File: src/sv/bct_pkg.sv
// shared types, codes and constants of the button countdown timer
`default_nettype none
package bct_pkg;

   localparam int unsigned SecondsWidth = 16;
   localparam int unsigned HoldWidth    = 10;
   localparam int unsigned CsrIdxWidth  = 3;

   localparam logic [1:0] MODE_IDLE    = 2'd0;
   localparam logic [1:0] MODE_HOLDOFF = 2'd1;
   localparam logic [1:0] MODE_RUNNING = 2'd2;

   localparam logic [1:0] EVENT_NONE   = 2'd0;
   localparam logic [1:0] EVENT_ALARM  = 2'd1;
   localparam logic [1:0] EVENT_CANCEL = 2'd2;

   localparam logic [CsrIdxWidth-1:0] REG_TICKS_PER_SECOND  = 3'd0;
   localparam logic [CsrIdxWidth-1:0] REG_LED_PULSE_TICKS   = 3'd1;
   localparam logic [CsrIdxWidth-1:0] REG_DEBOUNCE_TICKS    = 3'd2;
   localparam logic [CsrIdxWidth-1:0] REG_SHORT_ADD_SECONDS = 3'd3;
   localparam logic [CsrIdxWidth-1:0] REG_LONG_ADD_SECONDS  = 3'd4;
   localparam logic [CsrIdxWidth-1:0] REG_CANCEL_HOLD_TICKS = 3'd5;
   localparam logic [CsrIdxWidth-1:0] REG_HOLDOFF_TICKS     = 3'd6;

   typedef struct packed {
      logic [7:0]              ticks_per_second;
      logic [7:0]              led_pulse_ticks;
      logic [7:0]              debounce_ticks;
      logic [SecondsWidth-1:0] short_add_seconds;
      logic [SecondsWidth-1:0] long_add_seconds;
      logic [HoldWidth-1:0]    cancel_hold_ticks;
      logic [7:0]              holdoff_ticks;
   } cfg_type;

   typedef struct packed {
      logic [1:0]              mode;
      logic [7:0]              prescale_count;
      logic [SecondsWidth-1:0] seconds_count;
      logic [7:0]              debounce_count;
      logic [HoldWidth-1:0]    hold_count;
      logic [7:0]              holdoff_count;
      logic [1:0]              last_levels;
      logic                    led_state;
   } state_type;

   typedef struct packed {
      logic                    led;
      logic [1:0]              event_res;
      logic [SecondsWidth-1:0] seconds_left;
      logic                    is_armed;
   } result_type;

   // saturating add of two second counts
   function automatic logic [SecondsWidth-1:0] sat_add(input logic [SecondsWidth-1:0] a,
                                                       input logic [SecondsWidth-1:0] b);
      logic [SecondsWidth:0] sum;
      begin
         sum = {1'b0, a} + {1'b0, b};
         sat_add = sum[SecondsWidth] ? {SecondsWidth{1'b1}} : sum[SecondsWidth-1:0];
      end
   endfunction

endpackage
`default_nettype wire

File: src/sv/bct_ifs.sv
// handshake channel interfaces for requests, results and register writes
`default_nettype none
interface bct_req_if;
   logic valid;
   logic ready;
   logic button_short;
   logic button_long;
   modport source (output valid, output button_short, output button_long, input ready);
   modport sink   (input valid, input button_short, input button_long, output ready);
endinterface

interface bct_rsp_if;
   logic                             valid;
   logic                             ready;
   logic                             led;
   logic [1:0]                       event_res;
   logic [bct_pkg::SecondsWidth-1:0] seconds_left;
   logic                             is_armed;
   modport source (output valid, output led, output event_res, output seconds_left,
                   output is_armed, input ready);
   modport sink   (input valid, input led, input event_res, input seconds_left,
                   input is_armed, output ready);
endinterface

interface bct_csr_if;
   logic                            valid;
   logic                            ready;
   logic [bct_pkg::CsrIdxWidth-1:0] index;
   logic [15:0]                     data;
   modport source (output valid, output index, output data, input ready);
   modport sink   (input valid, input index, input data, output ready);
endinterface
`default_nettype wire

File: src/sv/bct_step.sv
// next-state and result logic for one tick
`default_nettype none
module bct_step
   import bct_pkg::*;
(
   input  cfg_type    cfg,
   input  state_type  cur,
   input  logic [1:0] levels,
   output state_type  nxt,
   output result_type res
);

   logic [7:0] pre_inc;
   logic       active;

   always_comb begin
      nxt           = cur;
      res.event_res = EVENT_NONE;
      active        = (cur.mode == MODE_HOLDOFF) || (cur.mode == MODE_RUNNING);
      pre_inc       = cur.prescale_count + 8'd1;

      // button edges: add time and arm from idle
      if (levels != cur.last_levels) begin
         if (cur.debounce_count == 8'd0 && levels != 2'b00) begin
            if (levels[0]) nxt.seconds_count = sat_add(nxt.seconds_count, cfg.short_add_seconds);
            if (levels[1]) nxt.seconds_count = sat_add(nxt.seconds_count, cfg.long_add_seconds);
            if (!active) begin
               nxt.mode           = MODE_HOLDOFF;
               nxt.prescale_count = '0;
               nxt.holdoff_count  = '0;
               nxt.hold_count     = '0;
            end
         end
         nxt.debounce_count = cfg.debounce_ticks;
         nxt.last_levels    = levels;
      end else if (cur.debounce_count != 8'd0) begin
         nxt.debounce_count = cur.debounce_count - 8'd1;
      end

      if (active) begin
         nxt.prescale_count = pre_inc;
         if (pre_inc >= cfg.ticks_per_second) begin
            nxt.prescale_count = '0;
            if (nxt.seconds_count != '0) nxt.seconds_count = nxt.seconds_count - 16'd1;
            nxt.led_state = 1'b1;
         end
         if (nxt.prescale_count == cfg.led_pulse_ticks) nxt.led_state = 1'b0;

         if (cur.mode == MODE_HOLDOFF) begin
            if (cur.holdoff_count >= cfg.holdoff_ticks) begin
               nxt.mode       = MODE_RUNNING;
               nxt.hold_count = '0;
            end else begin
               nxt.holdoff_count = cur.holdoff_count + 8'd1;
            end
         end else begin
            if (nxt.seconds_count == '0) begin
               res.event_res = EVENT_ALARM;
            end else begin
               if (levels != 2'b00) begin
                  if (nxt.hold_count != {HoldWidth{1'b1}})
                     nxt.hold_count = nxt.hold_count + 10'd1;
               end else begin
                  nxt.hold_count = '0;
               end
               if (nxt.hold_count >= cfg.cancel_hold_ticks) res.event_res = EVENT_CANCEL;
            end
            // end of run
            if (res.event_res != EVENT_NONE) begin
               nxt.seconds_count  = '0;
               nxt.debounce_count = '0;
               nxt.hold_count     = '0;
               nxt.led_state      = 1'b0;
               nxt.mode           = MODE_IDLE;
            end
         end
      end

      res.led          = nxt.led_state;
      res.seconds_left = nxt.seconds_count;
      res.is_armed     = (nxt.mode == MODE_HOLDOFF) || (nxt.mode == MODE_RUNNING);
   end

endmodule
`default_nettype wire

File: src/sv/button_countdown_timer_top.sv
// top level of the button countdown timer: registers, state and result stage
`default_nettype none
// One request beat is one timer tick with the two button levels; every tick gives exactly
// one result beat (LED, event, seconds left, armed flag) in the cycle after it is taken.
// A new tick can be taken in every cycle unless the result side stalls: the state registers
// update in the same cycle the beat is accepted, and the result register frees itself
// whenever the sink takes its beat, so the sustained rate is one tick per clock and stalls
// come only from the result side. Register writes are always accepted, as ready is tied
// high, and must only happen while no tick is in flight.
module button_countdown_timer_top
   import bct_pkg::*;
(
   input  wire logic  clock,
   input  wire logic  reset,
   bct_req_if.sink   req_bus,
   bct_rsp_if.source rsp_bus,
   bct_csr_if.sink   csr_bus
);

   cfg_type    cfg_ff, cfg_in;
   state_type  state_ff, state_nxt;
   result_type res_ff, res_nxt;
   logic       rsp_valid_ff, rsp_valid_in;
   logic       req_take;

   assign csr_bus.ready = 1'b1;
   assign req_bus.ready = !rsp_valid_ff || rsp_bus.ready;
   assign req_take      = req_bus.valid && req_bus.ready;

   always_comb begin
      cfg_in = cfg_ff;
      if (csr_bus.valid) begin
         unique case (csr_bus.index)
            REG_TICKS_PER_SECOND:  cfg_in.ticks_per_second  = csr_bus.data[7:0];
            REG_LED_PULSE_TICKS:   cfg_in.led_pulse_ticks   = csr_bus.data[7:0];
            REG_DEBOUNCE_TICKS:    cfg_in.debounce_ticks    = csr_bus.data[7:0];
            REG_SHORT_ADD_SECONDS: cfg_in.short_add_seconds = csr_bus.data;
            REG_LONG_ADD_SECONDS:  cfg_in.long_add_seconds  = csr_bus.data;
            REG_CANCEL_HOLD_TICKS: cfg_in.cancel_hold_ticks = csr_bus.data[HoldWidth-1:0];
            REG_HOLDOFF_TICKS:     cfg_in.holdoff_ticks     = csr_bus.data[7:0];
            default: ;
         endcase
      end
   end

   bct_step u_step (
      .cfg    (cfg_ff),
      .cur    (state_ff),
      .levels ({req_bus.button_long, req_bus.button_short}),
      .nxt    (state_nxt),
      .res    (res_nxt)
   );

   assign rsp_valid_in = req_take || (rsp_valid_ff && !rsp_bus.ready);

   always_ff @(posedge clock) begin
      if (reset) begin
         cfg_ff.ticks_per_second  <= 8'd125;
         cfg_ff.led_pulse_ticks   <= 8'd2;
         cfg_ff.debounce_ticks    <= 8'd2;
         cfg_ff.short_add_seconds <= 16'd60;
         cfg_ff.long_add_seconds  <= 16'd600;
         cfg_ff.cancel_hold_ticks <= 10'd188;
         cfg_ff.holdoff_ticks     <= 8'd125;
         state_ff.mode            <= MODE_IDLE;
         state_ff.prescale_count  <= '0;
         state_ff.seconds_count   <= '0;
         state_ff.debounce_count  <= '0;
         state_ff.hold_count      <= '0;
         state_ff.holdoff_count   <= '0;
         state_ff.last_levels     <= '0;
         state_ff.led_state       <= 1'b0;
         rsp_valid_ff             <= 1'b0;
      end else begin
         cfg_ff       <= cfg_in;
         rsp_valid_ff <= rsp_valid_in;
         if (req_take) state_ff <= state_nxt;
      end
   end

   // result payload needs no reset
   always_ff @(posedge clock) begin
      if (req_take) res_ff <= res_nxt;
   end

   assign rsp_bus.valid        = rsp_valid_ff;
   assign rsp_bus.led          = res_ff.led;
   assign rsp_bus.event_res    = res_ff.event_res;
   assign rsp_bus.seconds_left = res_ff.seconds_left;
   assign rsp_bus.is_armed     = res_ff.is_armed;

endmodule
`default_nettype wire

File: src/flat_wrapper.sv
// flat-port wrapper written by rule: the top's interface ports become plain ports
module button_countdown_timer_top_flat import bct_pkg::*;
  (clock, reset, req_bus_valid, req_bus_button_short, req_bus_button_long, req_bus_ready, rsp_bus_valid, rsp_bus_led, rsp_bus_event_res, rsp_bus_seconds_left, rsp_bus_is_armed, rsp_bus_ready, csr_bus_valid, csr_bus_index, csr_bus_data, csr_bus_ready);
  bct_req_if req_bus_i ();
  bct_rsp_if rsp_bus_i ();
  bct_csr_if csr_bus_i ();
  input  wire logic clock;
  input  wire logic reset;
  input wire logic [$bits(req_bus_i.valid)-1:0] req_bus_valid;
  input wire logic [$bits(req_bus_i.button_short)-1:0] req_bus_button_short;
  input wire logic [$bits(req_bus_i.button_long)-1:0] req_bus_button_long;
  output wire logic [$bits(req_bus_i.ready)-1:0] req_bus_ready;
  output wire logic [$bits(rsp_bus_i.valid)-1:0] rsp_bus_valid;
  output wire logic [$bits(rsp_bus_i.led)-1:0] rsp_bus_led;
  output wire logic [$bits(rsp_bus_i.event_res)-1:0] rsp_bus_event_res;
  output wire logic [$bits(rsp_bus_i.seconds_left)-1:0] rsp_bus_seconds_left;
  output wire logic [$bits(rsp_bus_i.is_armed)-1:0] rsp_bus_is_armed;
  input wire logic [$bits(rsp_bus_i.ready)-1:0] rsp_bus_ready;
  input wire logic [$bits(csr_bus_i.valid)-1:0] csr_bus_valid;
  input wire logic [$bits(csr_bus_i.index)-1:0] csr_bus_index;
  input wire logic [$bits(csr_bus_i.data)-1:0] csr_bus_data;
  output wire logic [$bits(csr_bus_i.ready)-1:0] csr_bus_ready;
  assign req_bus_i.valid = req_bus_valid;
  assign req_bus_i.button_short = req_bus_button_short;
  assign req_bus_i.button_long = req_bus_button_long;
  assign req_bus_ready = req_bus_i.ready;
  assign rsp_bus_valid = rsp_bus_i.valid;
  assign rsp_bus_led = rsp_bus_i.led;
  assign rsp_bus_event_res = rsp_bus_i.event_res;
  assign rsp_bus_seconds_left = rsp_bus_i.seconds_left;
  assign rsp_bus_is_armed = rsp_bus_i.is_armed;
  assign rsp_bus_i.ready = rsp_bus_ready;
  assign csr_bus_i.valid = csr_bus_valid;
  assign csr_bus_i.index = csr_bus_index;
  assign csr_bus_i.data = csr_bus_data;
  assign csr_bus_ready = csr_bus_i.ready;
  button_countdown_timer_top u_core (.clock(clock), .reset(reset), .req_bus(req_bus_i), .rsp_bus(rsp_bus_i), .csr_bus(csr_bus_i));
endmodule
File: config.mk
export PLATFORM = sky130hd
export DESIGN_NAME = button_countdown_timer_top_flat
export DESIGN_NICKNAME = d
export VERILOG_FILES = /design/src/sv/bct_pkg.sv /design/src/sv/bct_ifs.sv /design/src/sv/bct_step.sv /design/src/sv/button_countdown_timer_top.sv /design/src/flat_wrapper.sv
export SDC_FILE = /design/constraint.sdc
export NUM_CORES = 1
export LEC_CHECK = 0
export ABC_AREA = 1
export ABC_CLOCK_PERIOD_IN_PS = 10200
export BUFFER_PORTS_ARGS = -buffer_cell sky130_fd_sc_hd__buf_2
export CAP_MARGIN = 25
export CORE_AREA = 2 2 150 152
export CTS_CLUSTER_DIAMETER = 80
export DETAILED_ROUTE_END_ITERATION = 12
export DIE_AREA = 0 0 152 154
export MAX_ROUTING_LAYER = met4
export PLACE_DENSITY_LB_ADDON = 0.08
export SLEW_MARGIN = 20
export SYNTH_ARGS = -nofsm -noshare
export SYNTH_HDL_FRONTEND = slang
export SYNTH_SLANG_ARGS = --single-unit
File: constraint.sdc
create_clock -name clock -period 10.2 [get_ports clock]
set_input_delay 0.51 -clock clock [delete_from_list [all_inputs] [get_ports clock]]
set_output_delay 0.51 -clock clock [all_outputs]
set_load 0.03 [all_outputs]
==> results.cfg <==
[outcome]
status = finished, final reports clean

[hold_path]
min_from = req_bus_valid
hold_class = input port to register
holdPathStages = 3
min_delay_worst_endpoint = u_core.rsp_bus.valid

[setup_path]
rr_endpoint = u_core.state_ff[16]
cp_max_fo = 22
cp_data_arrival_time_ns = 7.26
crit_path_top_delay_cell = inv_1
path_buf_inv = 4
setup.worst_path.class = register to register
reg2reg_from = u_core.state_ff[53]
startpoint_type = register
cp-end-kind = register
cp_top_family = simple AND/OR/NAND/NOR gates
reg2regPathDepth = 28
cpPeakStageDelay_ns = 0.77
r2r_setup_slack_ns = 3.31
required_ns = 10.57

[sta]
fin_crit_sh_pct = 67.6
slew_headroom_pct = 36.3
slew_viol_final = 0
tightest_slew_ns = 0.953
skew_ns = 0.0191
period_needed_ns = 6.89
whs_ns = 0.325
hold_viol = 0
rsz0062_at_grt = false
setup_viol = 0
fmax_mhz = 145
setup_tns_ns = 0

[global_route]
grt_use_total_pct = 28.0
antenna_found_initial = 0
grt_max_degree = 66
grt-ovfl-total = 0
grt_pass1_vias = 9674
grt_pass1_wl_um = 50900

[job]
max-cap-violations = 0

[cts]
numCtsBuffers = 17
cts.sinks = 150
post_cts_buffers = 0
clk_pin_slew_worst_paths_ns = 0.07
holdBufCountCts = 0
cts_resized = 0
clock_latency_ns = 0.44
cts_buffer_depth = 2
cts-root-buf = clkbuf_16
tritoncts = yes
ctsHtreeMaxLevel = 4

[cells_and_area]
diodes = 0
area_growth_pct = 9.15
nNetsFinal = 1778
drive_above_1_share_pct = 8.79
post-route-util_pct = 53.9
nFillCells = 2213

[power_and_ir_drop]
p_comb_share_pct = 32.0
power_mw = 1.90
p_sw_share_pct = 38.4
powerDensity_nw_per_um2 = 162
p_seq_share_pct = 35.3
vdd_drop_max_mv = 0.112
power.internal_mw = 1.17
p_sw_mw = 0.728
p_leak_nw = 5.97
clock_power_share_pct = 32.7

[routing]
ant_nets = 0
drc_errors = 0
drt_iter0_markers = 706
vias = 10352
drtPass1Iterations = 5
wl_per_cell_um = 16.0
wl_um = 31700
viasPerCell = 5.24

[yosys]
synth_ff_type = dfxtp_1
ys_seq_area_share_pct = 29.9
synthDistinctLibCells = 52
synth-edff-count = 20
synthArstFlopShare_pct = 0
synth-seq-cells = 150
synth_area_leaders = dfxtp_1 24%, nand2_1 17%, inv_1 8.3%, ha_1 7.8%, nor2_1 6.0%
yosysWarnings = 0
netlist_area_sq_um = 10700
syn_avg_cell_area_sq_um = 6.46
synth_area_leader_cell = dfxtp_1
syn_nets = 1753
synthCells = 1658
yosysTopAreaCellShare_pct = 24.3

[die]
start_util_pct = 49.3
row_count = 54
io_pins = 49
dieArea_sq_um = 23400
die_width_um = 152
die_h_um = 154
coreArea_sq_um = 21700

[placed_design]
io_buffers = 47
dp_hpwl_um = 24400
place.gp.congestion = 0.952
==> tightest hold or removal path: cells and delay by family <==
family	cells	cell delay [ns]
compound gates	1	0.05
buf+inv	2	0.14
==> placed cells by master, fill, tap and decap left out, types with 4 or more instances in the layout <==
master     instances
inv_1            237
nand2_4            4
nand3_2           15
xor2_1            23
ha_1              67
dfxtp_1          130
buf_2             47
nand3_1           96
a21oi_1           93
xnor2_1           23
nor2_1           171
buf_4              8
nor2_2             7
o211ai_1          20
o21a_1             9
edfxtp_1          20
nor3_1            23
o21ai_1           12
inv_2              9
nand4_1           17
nand2_1          476
clkbuf_16         17
o21ai_0           83
o22ai_1           11
nand2_2           16
nand3b_1           4
==> cell families after synthesis <==
group	count (synthesis)	share of synthesized area [%]
flops	150	29.9
other cells	1	0.0350
xor+xnor	46	3.76
compound gates	248	12.9
simple gates	846	34.2
fa+ha+maj	69	8.21
buf+inv	298	10.9
==> synthesized netlist by cell type (all sizes together) (3+ instances only) <==
cell	n
nand2	496
inv	245
nor2	181
dfxtp	130
nand3	113
a21oi	96
o21ai	95
ha	67
clkbuf	36
nor3	24
xnor2	23
xor2	23
edfxtp	20
o211ai	20
nand4	17
buf	13
o22ai	11
o21a	9
clkinv	4
nand3b	4
a211oi	3
a21boi	3
and2	3
==> state kept, by name (all words and copies together) (netlist names) <==
name,cells
u_core.rsp_bus.event_res,2
u_core.rsp_bus.led,1
u_core.rsp_bus.is_armed,1
u_core.rsp_bus.seconds_left,16
u_core.rsp_bus.valid,1
u_core.cfg_ff,74
u_core.state_ff,55
==> per-stage QoR <==
step | instances | setup WS, ns | area (sq um)
finish | 1976 | 3.31 | 11700
global route | 1976 | 2.58 | 11700
detailed placement | 1944 | 3.43 | 11100
global placement | 1944 | 3.65 | 11100
floorplan | 1658 | 4.84 | 10700
CTS | 1976 | 3.41 | 11700
==> power by group through the flow <==
stage,clock network (mW),logic (mW),registers [mW]
after floorplan,0,0.427,0.699
after global placement,0,0.596,0.682
after detailed placement,0,0.599,0.682
after CTS,0.632,0.602,0.669
after global routing,0.656,0.678,0.673
final,0.621,0.608,0.669
==> routing by layer <==
layer	routed length (um)	track usage (%)	share of wire [%]	vias to the layer above
met1	14000	34.1	44	4709
met5	0	-	0	-
met3	1330	3.58	4.2	61
li1	-	-	-	5338
met4	1160	10.4	3.6	0
met2	15200	47.7	48	244
==> worst max-delay path by stage <==
stage | startpoint | to | slack [ns] | depth (start not counted)
after global routing | u_core.state_ff[53] | u_core.state_ff[14] | 2.58 | 29
after global placement | u_core.state_ff[53] | u_core.rsp_bus.is_armed | 3.65 | 26
after detailed placement | u_core.state_ff[53] | u_core.state_ff[16] | 3.43 | 28
after CTS | u_core.state_ff[53] | u_core.state_ff[16] | 3.41 | 28
after floorplan | u_core.state_ff[29] | u_core.rsp_bus.led | 4.84 | 43
final | u_core.state_ff[53] | u_core.state_ff[16] | 3.31 | 28
==> area by class of cell <==
class,count,area (sq um),area share [%]
Multi-Input combinational cell,1210,6330,54.2
Sequential cell,150,3200,27.4
Inverter,249,935,8.00
Clock buffer,19,443,3.79
Tap cell,280,350,3.00
Timing Repair Buffer,55,295,2.53
Clock inverter,13,121,1.04
Power figures use the tool's default switching activity.
